File: config.mk
export PLATFORM = sky130hd
export DESIGN_NAME = pointer_motion_smoother_top
export DESIGN_NICKNAME = d
export VERILOG_FILES = /design/src/rtl/pms_pkg.sv /design/src/rtl/pms_gain.sv /design/src/rtl/pms_filter.sv /design/src/rtl/pointer_motion_smoother_top.sv
export VERILOG_INCLUDE_DIRS = /design/src /design/src/rtl
export SDC_FILE = /design/constraint.sdc
export NUM_CORES = 1
export LEC_CHECK = 0
export ABC_AREA = 0
export BUFFER_PORTS_ARGS = -buffer_cell sky130_fd_sc_hd__buf_4
export CORE_MARGIN = 2
export CORE_UTILIZATION = 30
export CTS_CLUSTER_DIAMETER = 40
export DETAILED_ROUTE_END_ITERATION = 8
export MAX_ROUTING_LAYER = met4
export PLACE_DENSITY = 0.49
export SLEW_MARGIN = 0
export SYNTH_ARGS = -nofsm -noshare
export SYNTH_HDL_FRONTEND = slang
export SYNTH_SLANG_ARGS = --single-unit
File: constraint.sdc
create_clock -name clk -period 13.6 [get_ports clk]
set_clock_uncertainty 0.2 [all_clocks]
set_input_delay 2.72 -clock clk [delete_from_list [all_inputs] [get_ports clk]]
set_output_delay 2.72 -clock clk [all_outputs]
set_load 0.02 [all_outputs]
File: src/rtl/pointer_motion_smoother_top_defines.svh
// Assertion macros shared by the pointer motion smoother RTL.
// Included by the modules that carry concurrent assertions; no other dependencies.
`ifndef POINTER_MOTION_SMOOTHER_TOP_DEFINES_SVH
`define POINTER_MOTION_SMOOTHER_TOP_DEFINES_SVH

// Same-cycle implication, disabled while reset is asserted
`define PMS_ASSERT_IMPL(label, clk, rst_n, ante, cons, msg) \
	label: assert property (@(posedge clk) disable iff (!rst_n) (ante) |-> (cons)) \
		else $error(msg);

// Next-cycle implication, disabled while reset is asserted
`define PMS_ASSERT_NEXT(label, clk, rst_n, ante, cons, msg) \
	label: assert property (@(posedge clk) disable iff (!rst_n) (ante) |=> (cons)) \
		else $error(msg);

`endif

File: src/rtl/pms_pkg.sv
// Shared types, widths and register indexes for the pointer motion smoother.
// Used by pms_gain, pms_filter and pointer_motion_smoother_top; no dependencies.
`timescale 1ns / 1ps

package pms_pkg;

	// Field and register widths
	localparam int DELTA_WIDTH = 16;  // low bits of each raw delta that are used
	localparam int MOVE_W      = 16;
	localparam int OUT_W       = 16;
	localparam int GAIN_W      = 4;
	localparam int SHIFT_W     = 3;
	localparam int DZ_W        = 8;
	localparam int STOP_W      = 8;
	localparam int FILT_W      = 21;
	localparam int CFG_IDX_W   = 2;
	localparam int CFG_DATA_W  = 8;

	// Register indexes on the configuration port
	localparam logic [CFG_IDX_W-1:0] REG_GAIN     = 2'd0;
	localparam logic [CFG_IDX_W-1:0] REG_SHIFT    = 2'd1;
	localparam logic [CFG_IDX_W-1:0] REG_DEADZONE = 2'd2;
	localparam logic [CFG_IDX_W-1:0] REG_STOP     = 2'd3;

	// Reset values of the registers
	localparam logic [GAIN_W-1:0]  GAIN_RST     = 4'd2;
	localparam logic [SHIFT_W-1:0] SHIFT_RST    = 3'd1;
	localparam logic [DZ_W-1:0]    DEADZONE_RST = 8'd5;
	localparam logic [STOP_W-1:0]  STOP_RST     = 8'd8;

	// Gained delta of one axis plus its idle flag (magnitude at most the deadzone)
	typedef struct packed {
		logic signed [FILT_W-1:0] value;
		logic                     idle;
	} gain_t;

	// Live configuration
	typedef struct packed {
		logic [GAIN_W-1:0]  gain;
		logic [SHIFT_W-1:0] shift;
		logic [DZ_W-1:0]    deadzone;
		logic [STOP_W-1:0]  stop;
	} cfg_t;

endpackage

File: src/rtl/pms_gain.sv
// Per-axis gain and deadzone: sign-extends the raw delta, scales it and gates small values.
// Depends on pms_pkg.
`timescale 1ns / 1ps

module pms_gain (
	input  logic signed [pms_pkg::MOVE_W-1:0] raw,
	input  logic [pms_pkg::GAIN_W-1:0]        gain,
	input  logic [pms_pkg::DZ_W-1:0]          deadzone,
	output pms_pkg::gain_t                    result
);

	logic signed [pms_pkg::FILT_W-1:0] delta;
	logic signed [pms_pkg::FILT_W-1:0] gain_ext;
	logic signed [pms_pkg::FILT_W-1:0] prod;
	logic        [pms_pkg::FILT_W-1:0] mag;
	logic        [pms_pkg::FILT_W-1:0] dz_ext;

	// Take the low delta bits and sign-extend them
	assign delta = {{(pms_pkg::FILT_W-pms_pkg::DELTA_WIDTH){raw[pms_pkg::DELTA_WIDTH-1]}},
		raw[pms_pkg::DELTA_WIDTH-1:0]};
	assign gain_ext = $signed({{(pms_pkg::FILT_W-pms_pkg::GAIN_W){1'b0}}, gain});

	// Scale; the product of a 16-bit delta and a 4-bit gain fits in 21 bits
	assign prod = delta * gain_ext;

	// Magnitude against the deadzone
	assign mag    = prod[pms_pkg::FILT_W-1] ? $unsigned(-prod) : $unsigned(prod);
	assign dz_ext = {{(pms_pkg::FILT_W-pms_pkg::DZ_W){1'b0}}, deadzone};

	// Drop values below the deadzone; flag idle up to and including it
	assign result.value = (mag < dz_ext) ? '0 : prod;
	assign result.idle  = (mag <= dz_ext);

endmodule

File: src/rtl/pms_filter.sv
// Per-axis exponential moving-average filter with stop snap and 16-bit saturation.
// Holds the filter state register. Depends on pms_pkg.
`timescale 1ns / 1ps

module pms_filter (
	input  logic                             clk,
	input  logic                             arst_n,
	input  logic                             en,
	input  pms_pkg::gain_t                   gained,
	input  logic [pms_pkg::SHIFT_W-1:0]      shift,
	input  logic [pms_pkg::STOP_W-1:0]       stop,
	output logic signed [pms_pkg::OUT_W-1:0] smooth
);

	localparam int DIFF_W = pms_pkg::FILT_W + 1;
	localparam logic signed [pms_pkg::FILT_W-1:0] OUT_MAX =
		$signed({{(pms_pkg::FILT_W-pms_pkg::OUT_W+1){1'b0}}, {(pms_pkg::OUT_W-1){1'b1}}});
	localparam logic signed [pms_pkg::FILT_W-1:0] OUT_MIN =
		$signed({{(pms_pkg::FILT_W-pms_pkg::OUT_W+1){1'b1}}, {(pms_pkg::OUT_W-1){1'b0}}});

	logic signed [pms_pkg::FILT_W-1:0] filter_q;
	logic signed [DIFF_W-1:0]          diff;
	logic        [DIFF_W-1:0]          round_mask;
	logic signed [DIFF_W-1:0]          diff_adj;
	logic signed [DIFF_W-1:0]          step;
	logic signed [pms_pkg::FILT_W-1:0] filt_new;
	logic signed [pms_pkg::FILT_W-1:0] stop_ext;
	logic                              snap;
	logic signed [pms_pkg::FILT_W-1:0] filt_next;

	// Difference toward the gained value, divided by 2^shift rounding toward zero
	assign diff       = {gained.value[pms_pkg::FILT_W-1], gained.value}
		- {filter_q[pms_pkg::FILT_W-1], filter_q};
	assign round_mask = ~({DIFF_W{1'b1}} << shift);
	assign diff_adj   = diff + (diff[DIFF_W-1] ? $signed(round_mask) : $signed({DIFF_W{1'b0}}));
	assign step       = diff_adj >>> shift;

	// New filter value stays between the old value and the gained value
	assign filt_new = filter_q + step[pms_pkg::FILT_W-1:0];

	// Snap an idle axis to zero inside the stop band
	assign stop_ext  = $signed({{(pms_pkg::FILT_W-pms_pkg::STOP_W){1'b0}}, stop});
	assign snap      = gained.idle && (filt_new > -stop_ext) && (filt_new < stop_ext);
	assign filt_next = snap ? '0 : filt_new;

	// Clamp to the signed output range
	always_comb begin
		if (filt_next > OUT_MAX) begin
			smooth = OUT_MAX[pms_pkg::OUT_W-1:0];
		end else if (filt_next < OUT_MIN) begin
			smooth = OUT_MIN[pms_pkg::OUT_W-1:0];
		end else begin
			smooth = filt_next[pms_pkg::OUT_W-1:0];
		end
	end

	// Advance the state once per item
	always_ff @(posedge clk or negedge arst_n) begin
		if (!arst_n) begin
			filter_q <= '0;
		end else if (en) begin
			filter_q <= filt_next;
		end
	end

endmodule

File: src/rtl/pointer_motion_smoother_top.sv
// Pointer motion smoother: top level with stream ports and configuration registers.
// Instantiates pms_gain and pms_filter per axis; depends on pms_pkg and the
// assertion macros in pointer_motion_smoother_top_defines.svh.
//
// Usage:
//   Input stream s_axis carries one motion report per word (X and Y deltas);
//   output stream m_axis returns one smoothed report per input word, in order.
//   Registers are written through cfg_we/cfg_idx/cfg_data: 0 gain, 1 smoothing
//   shift, 2 input deadzone, 3 stop threshold. Write them only while idle.
//   An accepted word passes through the input register and then the output
//   register before it appears on m_axis. Throughput: one word per cycle
//   while m_axis_tready stays high. The gain stage is registered, then the
//   filter update and the output register close the loop on the per-axis
//   filter state in the same cycle, so reports can follow back to back.
//   Stall: when m_axis_tready is low the output word holds; the input stage
//   can still take one more word, after which s_axis_tready drops until the
//   output is taken.
//   Reset (arst_n low, asynchronous): both filters clear to zero, registers
//   return to gain 2, shift 1, deadzone 5, stop threshold 8, and both stream
//   stages empty.
`timescale 1ns / 1ps
`include "pointer_motion_smoother_top_defines.svh"

module pointer_motion_smoother_top (
	input  logic                              clk,
	input  logic                              arst_n,
	// input stream
	input  logic                              s_axis_tvalid,
	output logic                              s_axis_tready,
	input  logic [2*pms_pkg::MOVE_W-1:0]      s_axis_tdata,  // [15:0] move_x, [31:16] move_y
	// output stream
	output logic                              m_axis_tvalid,
	input  logic                              m_axis_tready,
	output logic [2*pms_pkg::OUT_W-1:0]       m_axis_tdata,  // [15:0] smooth_x, [31:16] smooth_y
	// configuration
	input  logic                              cfg_we,
	input  logic [pms_pkg::CFG_IDX_W-1:0]     cfg_idx,
	input  logic [pms_pkg::CFG_DATA_W-1:0]    cfg_data
);

	pms_pkg::cfg_t cfg_q;

	pms_pkg::gain_t gain_x, gain_y;
	pms_pkg::gain_t gain_x_s1, gain_y_s1;
	logic           valid_s1;
	logic           adv;

	logic signed [pms_pkg::OUT_W-1:0] smooth_x, smooth_y;
	logic [2*pms_pkg::OUT_W-1:0]      data_s2;
	logic                             valid_s2;

	// Configuration registers
	always_ff @(posedge clk or negedge arst_n) begin
		if (!arst_n) begin
			cfg_q.gain     <= pms_pkg::GAIN_RST;
			cfg_q.shift    <= pms_pkg::SHIFT_RST;
			cfg_q.deadzone <= pms_pkg::DEADZONE_RST;
			cfg_q.stop     <= pms_pkg::STOP_RST;
		end else if (cfg_we) begin
			case (cfg_idx)
				pms_pkg::REG_GAIN:     cfg_q.gain     <= cfg_data[pms_pkg::GAIN_W-1:0];
				pms_pkg::REG_SHIFT:    cfg_q.shift    <= cfg_data[pms_pkg::SHIFT_W-1:0];
				pms_pkg::REG_DEADZONE: cfg_q.deadzone <= cfg_data[pms_pkg::DZ_W-1:0];
				pms_pkg::REG_STOP:     cfg_q.stop     <= cfg_data[pms_pkg::STOP_W-1:0];
				default: ;
			endcase
		end
	end

	// Gain and deadzone ahead of the input register
	pms_gain u_gain_x (
		.raw      (s_axis_tdata[pms_pkg::MOVE_W-1:0]),
		.gain     (cfg_q.gain),
		.deadzone (cfg_q.deadzone),
		.result   (gain_x)
	);

	pms_gain u_gain_y (
		.raw      (s_axis_tdata[2*pms_pkg::MOVE_W-1:pms_pkg::MOVE_W]),
		.gain     (cfg_q.gain),
		.deadzone (cfg_q.deadzone),
		.result   (gain_y)
	);

	// Handshake: stage 1 moves on when the output register is free or being taken
	assign adv           = valid_s1 && (!valid_s2 || m_axis_tready);
	assign s_axis_tready = !valid_s1 || adv;

	// Input register
	always_ff @(posedge clk or negedge arst_n) begin
		if (!arst_n) begin
			valid_s1 <= 1'b0;
		end else if (s_axis_tready) begin
			valid_s1 <= s_axis_tvalid;
		end
	end

	always_ff @(posedge clk) begin
		if (s_axis_tready && s_axis_tvalid) begin
			gain_x_s1 <= gain_x;
			gain_y_s1 <= gain_y;
		end
	end

	// Filter update per axis, state advances with the word
	pms_filter u_filter_x (
		.clk    (clk),
		.arst_n (arst_n),
		.en     (adv),
		.gained (gain_x_s1),
		.shift  (cfg_q.shift),
		.stop   (cfg_q.stop),
		.smooth (smooth_x)
	);

	pms_filter u_filter_y (
		.clk    (clk),
		.arst_n (arst_n),
		.en     (adv),
		.gained (gain_y_s1),
		.shift  (cfg_q.shift),
		.stop   (cfg_q.stop),
		.smooth (smooth_y)
	);

	// Output register
	always_ff @(posedge clk or negedge arst_n) begin
		if (!arst_n) begin
			valid_s2 <= 1'b0;
		end else if (adv) begin
			valid_s2 <= 1'b1;
		end else if (m_axis_tready) begin
			valid_s2 <= 1'b0;
		end
	end

	always_ff @(posedge clk) begin
		if (adv) begin
			data_s2 <= {smooth_y, smooth_x};
		end
	end

	assign m_axis_tvalid = valid_s2;
	assign m_axis_tdata  = data_s2;

	// Checks
	`PMS_ASSERT_NEXT(a_adv_fills_out, clk, arst_n, adv, m_axis_tvalid,
		"advanced word did not reach the output register")
	`PMS_ASSERT_IMPL(a_ready_low_only_full, clk, arst_n, !s_axis_tready,
		valid_s1 && m_axis_tvalid && !m_axis_tready,
		"input stalled while a stage could move")
	`PMS_ASSERT_IMPL(a_empty_out_takes_input, clk, arst_n, !m_axis_tvalid, s_axis_tready,
		"input not ready with an empty output register")

endmodule
==> results.cfg, run 1 <==
[run_status]
outcome = complete, no violations

[route]
drc_errors = 0
detail_route.wl_per_cell_um = 18.13
routed_wirelength_um = 63790
ant_nets = 0
first_pass_iters = 5
vias_per_cell = 5.261
via_count = 18510
detail_route.iter0.violations = 1231

[sta]
fin_crit_ps = 12290
fmax_mhz = 81.36
period_share_pct = 90.38
worst-slew-pin-transition_ps = 1082
relSlewSlack_pct = 27.36
setup_tns_ps = 0
hold_viol = 0
setup_violations = 0
rsz0062_at_grt = false
drv_slew = 0

[min_path]
min_path_type = flip-flop to flip-flop
hp-start = cfg_q[12]

[clock_network]
clock_sinks = 143
htreeDepth = 4
root_buffer = clkbuf_16
clockBufferDepth = 2
insertion_delay_ps = 470
path_clk_slew_ps = 70
cts_buffers = 17
ctsHoldBuffers = 0
cts_setup_buffers = 0
cts_tree = built
cts_resized = 0

[synthesis]
synthCells = 2575
yosysTopAreaCell = ha_1
yosys-top-cells-count = inv_1 (294), ha_1 (254), nand2_1 (216)
synth_area_um2 = 20730
syn_avg_cell_area_um2 = 8.052
synthFlopType = edfxtp_1
synth-edff-count = 76
synth-async-reset-ratio_pct = 46.85
synth_area_leaders = ha_1 (15%), edfxtp_1 (11%), dfrtp_1 (7.5%)
yosysUniqueCellTypes = 98
ys_seq_area_share_pct = 19.12
synth_top_area_share_pct = 15.33
synth_seq_cells = 143
ys_warn_count = 0
synth.most_common_cell = inv_1
synth_nets = 2948

[layout]
n_fill_cell = 7207
nets = 2996
areaGrowthSynthToFinish_pct = 10.57
n_antenna_cell = 0
drive_gt1_share_pct = 8.346

[worst_setup_path]
crit_path_frequent_cell = a21oi_1
worst_setup_path_startpoint = u_filter_x.filter_q[4]
critPathSlowestCell = nor3_2
critPathKind = flip-flop to flip-flop
critPathRequiredTime_ps = 13560
end_kind = flip-flop
r2r-start = u_filter_x.filter_q[4]
worstPathArrival_ps = 12250
path_max_fanout = 15
max_stage_delay_ps = 760
start_kind = flip-flop

[floorplan]
ios = 81
num_rows = 96
coreArea_um2 = 68470
dieArea_um2 = 71230
start_util_pct = 30.28
die_y_um = 266.9
fp.dieW_um = 266.9

[global_routing]
grt_pass1_wl_um = 100700
grt_antenna_before_repair = 0
grt_remaining_overflow = 0
grt_pass1_vias = 18170
groute.usage.overall_pct = 18.41
grt_max_degree = 53

[placement]
place_hpwl_um = 52270
place_congestion = 0.9445
numPortBuffers = 80

[job]
max_cap_viol_count = 0
-- layout make-up --
type | count | area, um2 | share of cell area [%]
clock buffers | 18 | 439.2 | 1.916
clock inverters | 14 | 152.6 | 0.6658
inverters | 297 | 1115 | 4.863
multi-input cells | 2057 | 15350 | 66.94
flip-flops and latches | 143 | 3965 | 17.30
well taps | 882 | 1104 | 4.814
repair buffers | 107 | 803.3 | 3.504
-- per-layer routing --
| layer | share of wire [%] | GRT usage [%] | vias to the layer above |
|---|---|---|---|
| li1 | - | - | 9177 |
| met1 | 49 | 25.02 | 8845 |
| met2 | 45 | 29.04 | 418 |
| met3 | 4.0 | 2.048 | 68 |
| met4 | 2.0 | 4.844 | 0 |
| met5 | 0 | - | - |
-- worst paths after layout --
check,to,slack [ps],cells past startpoint
max,m_axis_tdata[0],1310,44
min,cfg_q[12],310,1
max reg2reg,m_axis_tdata[0],1310,44
min reg2reg,cfg_q[12],310,1
max in group asynchronous,u_filter_y.filter_q[15],10200,2
min in group asynchronous,u_filter_x.filter_q[14],2020,1
-- sequential cells by signal (all words and copies together) (netlist names) --
register / flops
cfg_q: 23
gain_x_s1: 22
gain_y_s1: 22
m_axis_tdata: 32
m_axis_tvalid: 1
u_filter_x.filter_q: 21
u_filter_y.filter_q: 21
valid_s1: 1
-- cells by family after synthesis --
kind of cell,count (synthesis),share of synthesized area (%)
compound gates,660,20.47
xor+xnor,154,6.578
fa+ha+maj,326,22.28
buf+inv,375,6.861
flops,143,19.12
mux,87,4.508
simple gates,830,20.18
-- cells in the final DEF (no fill, tap or decap), types with 45 or more instances in the layout --
cell type,n
inv_1,293
ha_1,254
nand2_1,216
nor2_1,198
a21oi_1,185
o21ai_0,160
xnor2_1,112
buf_4,107
and2_1,106
edfxtp_1,76
fa_1,72
dfrtp_1,62
mux2i_1,54
a21o_1,52
nor3_1,48
o21a_1,45
-- metrics by stage --
step	instance area, um2	setup WS [ps]	instances	hold slack, ps	utilization, %
after CTS	22930	1409	3518	309.1	33.49
after detailed placement	22330	1453	3486	294.7	32.62
final	22930	1309	3518	307.4	33.49
after floorplan	20730	3634	2575	257.2	-
after global placement	22330	1704	3486	269.9	32.62
after global routing	22930	279.7	3518	330.5	33.49
-- critical path: cells and delay by family (launching register included) --
kind                     cells  cell delay (ps)
AO/OA/AOI/OAI               19             5440
XOR/XNOR                     1              180
adder cells (fa/ha/maj)      5             1360
buffers and inverters        3              240
flip-flops                   1              380
multiplexers                 2              590
AND/OR/NAND/NOR             14             3570
Power of run 1 is left out: the tool's default activity adds up to more than one toggle a clock period on the data nets, which glitch-free logic cannot reach.
==> inputs of run 2 (changes only) <==
--- a/config.mk
+++ b/config.mk
@@ -14,6 +14,7 @@
 export DETAILED_ROUTE_END_ITERATION = 8
 export MAX_ROUTING_LAYER = met4
 export PLACE_DENSITY = 0.49
+export REMOVE_ABC_BUFFERS = 1
 export SLEW_MARGIN = 0
 export SYNTH_ARGS = -nofsm -noshare
 export SYNTH_HDL_FRONTEND = slang
==> run 2 against run 1 <==
  * First-iteration DRC count decreased by 12%
  * Final cell count down 0.34%
  * Register-to-register slack improved by 410 ps
  * Critical path type unchanged
  * Non-clock buffer count decreased by 12
  * Hold slack lost 14 ps
  * Die area did not move
  * Wire length fell by 5.7%
  * Global-route usage is 0.94 points lower
==> results.cfg, run 2 (synthesis gave the netlist of run 1 again) <==
[floorplan]
fp.dieW_um = 266.9
die_y_um = 266.9
ios = 81
start_util_pct = 30.28
dieArea_um2 = 71230
num_rows = 96
coreArea_um2 = 68470

[sta]
relSlewSlack_pct = 13.96
hold_viol = 0
worst-slew-pin-transition_ps = 1279
drv_slew = 0
period_share_pct = 87.39
setup_violations = 0
setup_tns_ps = 0
fmax_mhz = 84.14
fin_crit_ps = 11890
rsz0062_at_grt = false

[route]
detail_route.iter0.violations = 1081
vias_per_cell = 5.241
drc_errors = 0
detail_route.wl_per_cell_um = 17.16
via_count = 18380
routed_wirelength_um = 60170
first_pass_iters = 5
ant_nets = 0

[placement]
dpl.cell_count = 3474
postPlaceCellArea_um2 = 22240
numPortBuffers = 80
place_congestion = 0.8998
place_hpwl_um = 49330

[worst_setup_path]
max_stage_delay_ps = 840
start_kind = flip-flop
crit_path_frequent_cell = a21oi_1
critPathKind = flip-flop to flip-flop
worstPathArrival_ps = 11990
critPathRequiredTime_ps = 13700
end_kind = flip-flop
crit_buf_inv = 4
path_max_fanout = 19
critPathTopFamily = compound AO/OA/AOI/OAI gates
critPathSlowestCell = o31ai_4

[global_routing]
groute.usage.overall_pct = 17.47
grt_antenna_before_repair = 1
grt_max_degree = 71
grt_remaining_overflow = 0
grt_pass1_wl_um = 96170
grt_pass1_vias = 17950

[layout]
largest_register_ffs = 32
mostFrequentLayoutCell = inv_1
n_fill_cell = 7216
nets = 2984
utilization_pct = 33.35
areaGrowthSynthToFinish_pct = 10.13
layout_common_cells = inv_1 (293), ha_1 (254), nand2_1 (216)
n_antenna_cell = 0
final_area_um2 = 22830
drive_gt1_share_pct = 7.851
instances_no_fill = 3506

[clock_network]
htreeDepth = 4
cts_setup_buffers = 0
path_clk_slew_ps = 70
cts_tree = built
clockBufferDepth = 2
clock_sinks = 143
insertion_delay_ps = 480
ctsHoldBuffers = 0
cts_resized = 0
root_buffer = clkbuf_16
cts_buffers = 17

[min_path]
min_path_type = flip-flop to flip-flop

[run_status]
outcome = complete, no violations

[job]
max_cap_viol_count = 0
## run 2: cell types whose count changed in the layout (fill, tap and decap cells not counted), sizes merged
cell	before	now
buf	107	95
clkinvlp	2	1
inv	301	299
clkbuf	18	23
bufinv	2	0
## run 2: metrics by stage
stage / worst slack, ps / hold WS [ps]
6_report: 1715 / 293.3
5_1_grt: 895.6 / 330.8
4_1_cts: 1801 / 299.9
3_5_place_dp: 1879 / 283.3
3_3_place_gp: 2267 / 279.3
2_1_floorplan: 3469 / 257.2
## run 2: layout make-up
type | count | area [um2] | share of cell area [%]
Clock buffer | 23 | 521.8 | 2.285
Clock inverter | 9 | 67.56 | 0.2959
Inverter | 297 | 1115 | 4.882
Multi-Input combinational cell | 2057 | 15350 | 67.21
Sequential cell | 143 | 3965 | 17.37
Tap cell | 882 | 1104 | 4.833
Timing Repair Buffer | 95 | 713.2 | 3.123
## run 2: layer usage
metal	wire [um]	GRT usage, %	up-vias
li1	-	-	9165
met1	30400	24.34	8762
met2	26260	26.53	382
met3	2426	2.131	67
met4	1084	4.904	0
met5	0	-	-
## run 2: path summary, 6_finish.rpt
kind / start / end / slack (ps) / cells after the start
worst max register to register: u_filter_x.filter_q[3] / u_filter_x.filter_q[18] / 1710 / 44
worst max-delay path: u_filter_x.filter_q[3] / u_filter_x.filter_q[18] / 1710 / 44
max in group asynchronous: arst_n / cfg_q[15] / 10330 / 1
min in group asynchronous: arst_n / u_filter_y.filter_q[20] / 2200 / 1
worst min register to register: valid_s1 / m_axis_tvalid / 290 / 1
worst min-delay path: valid_s1 / m_axis_tvalid / 290 / 1
Power of run 2 is left out for the same reason.
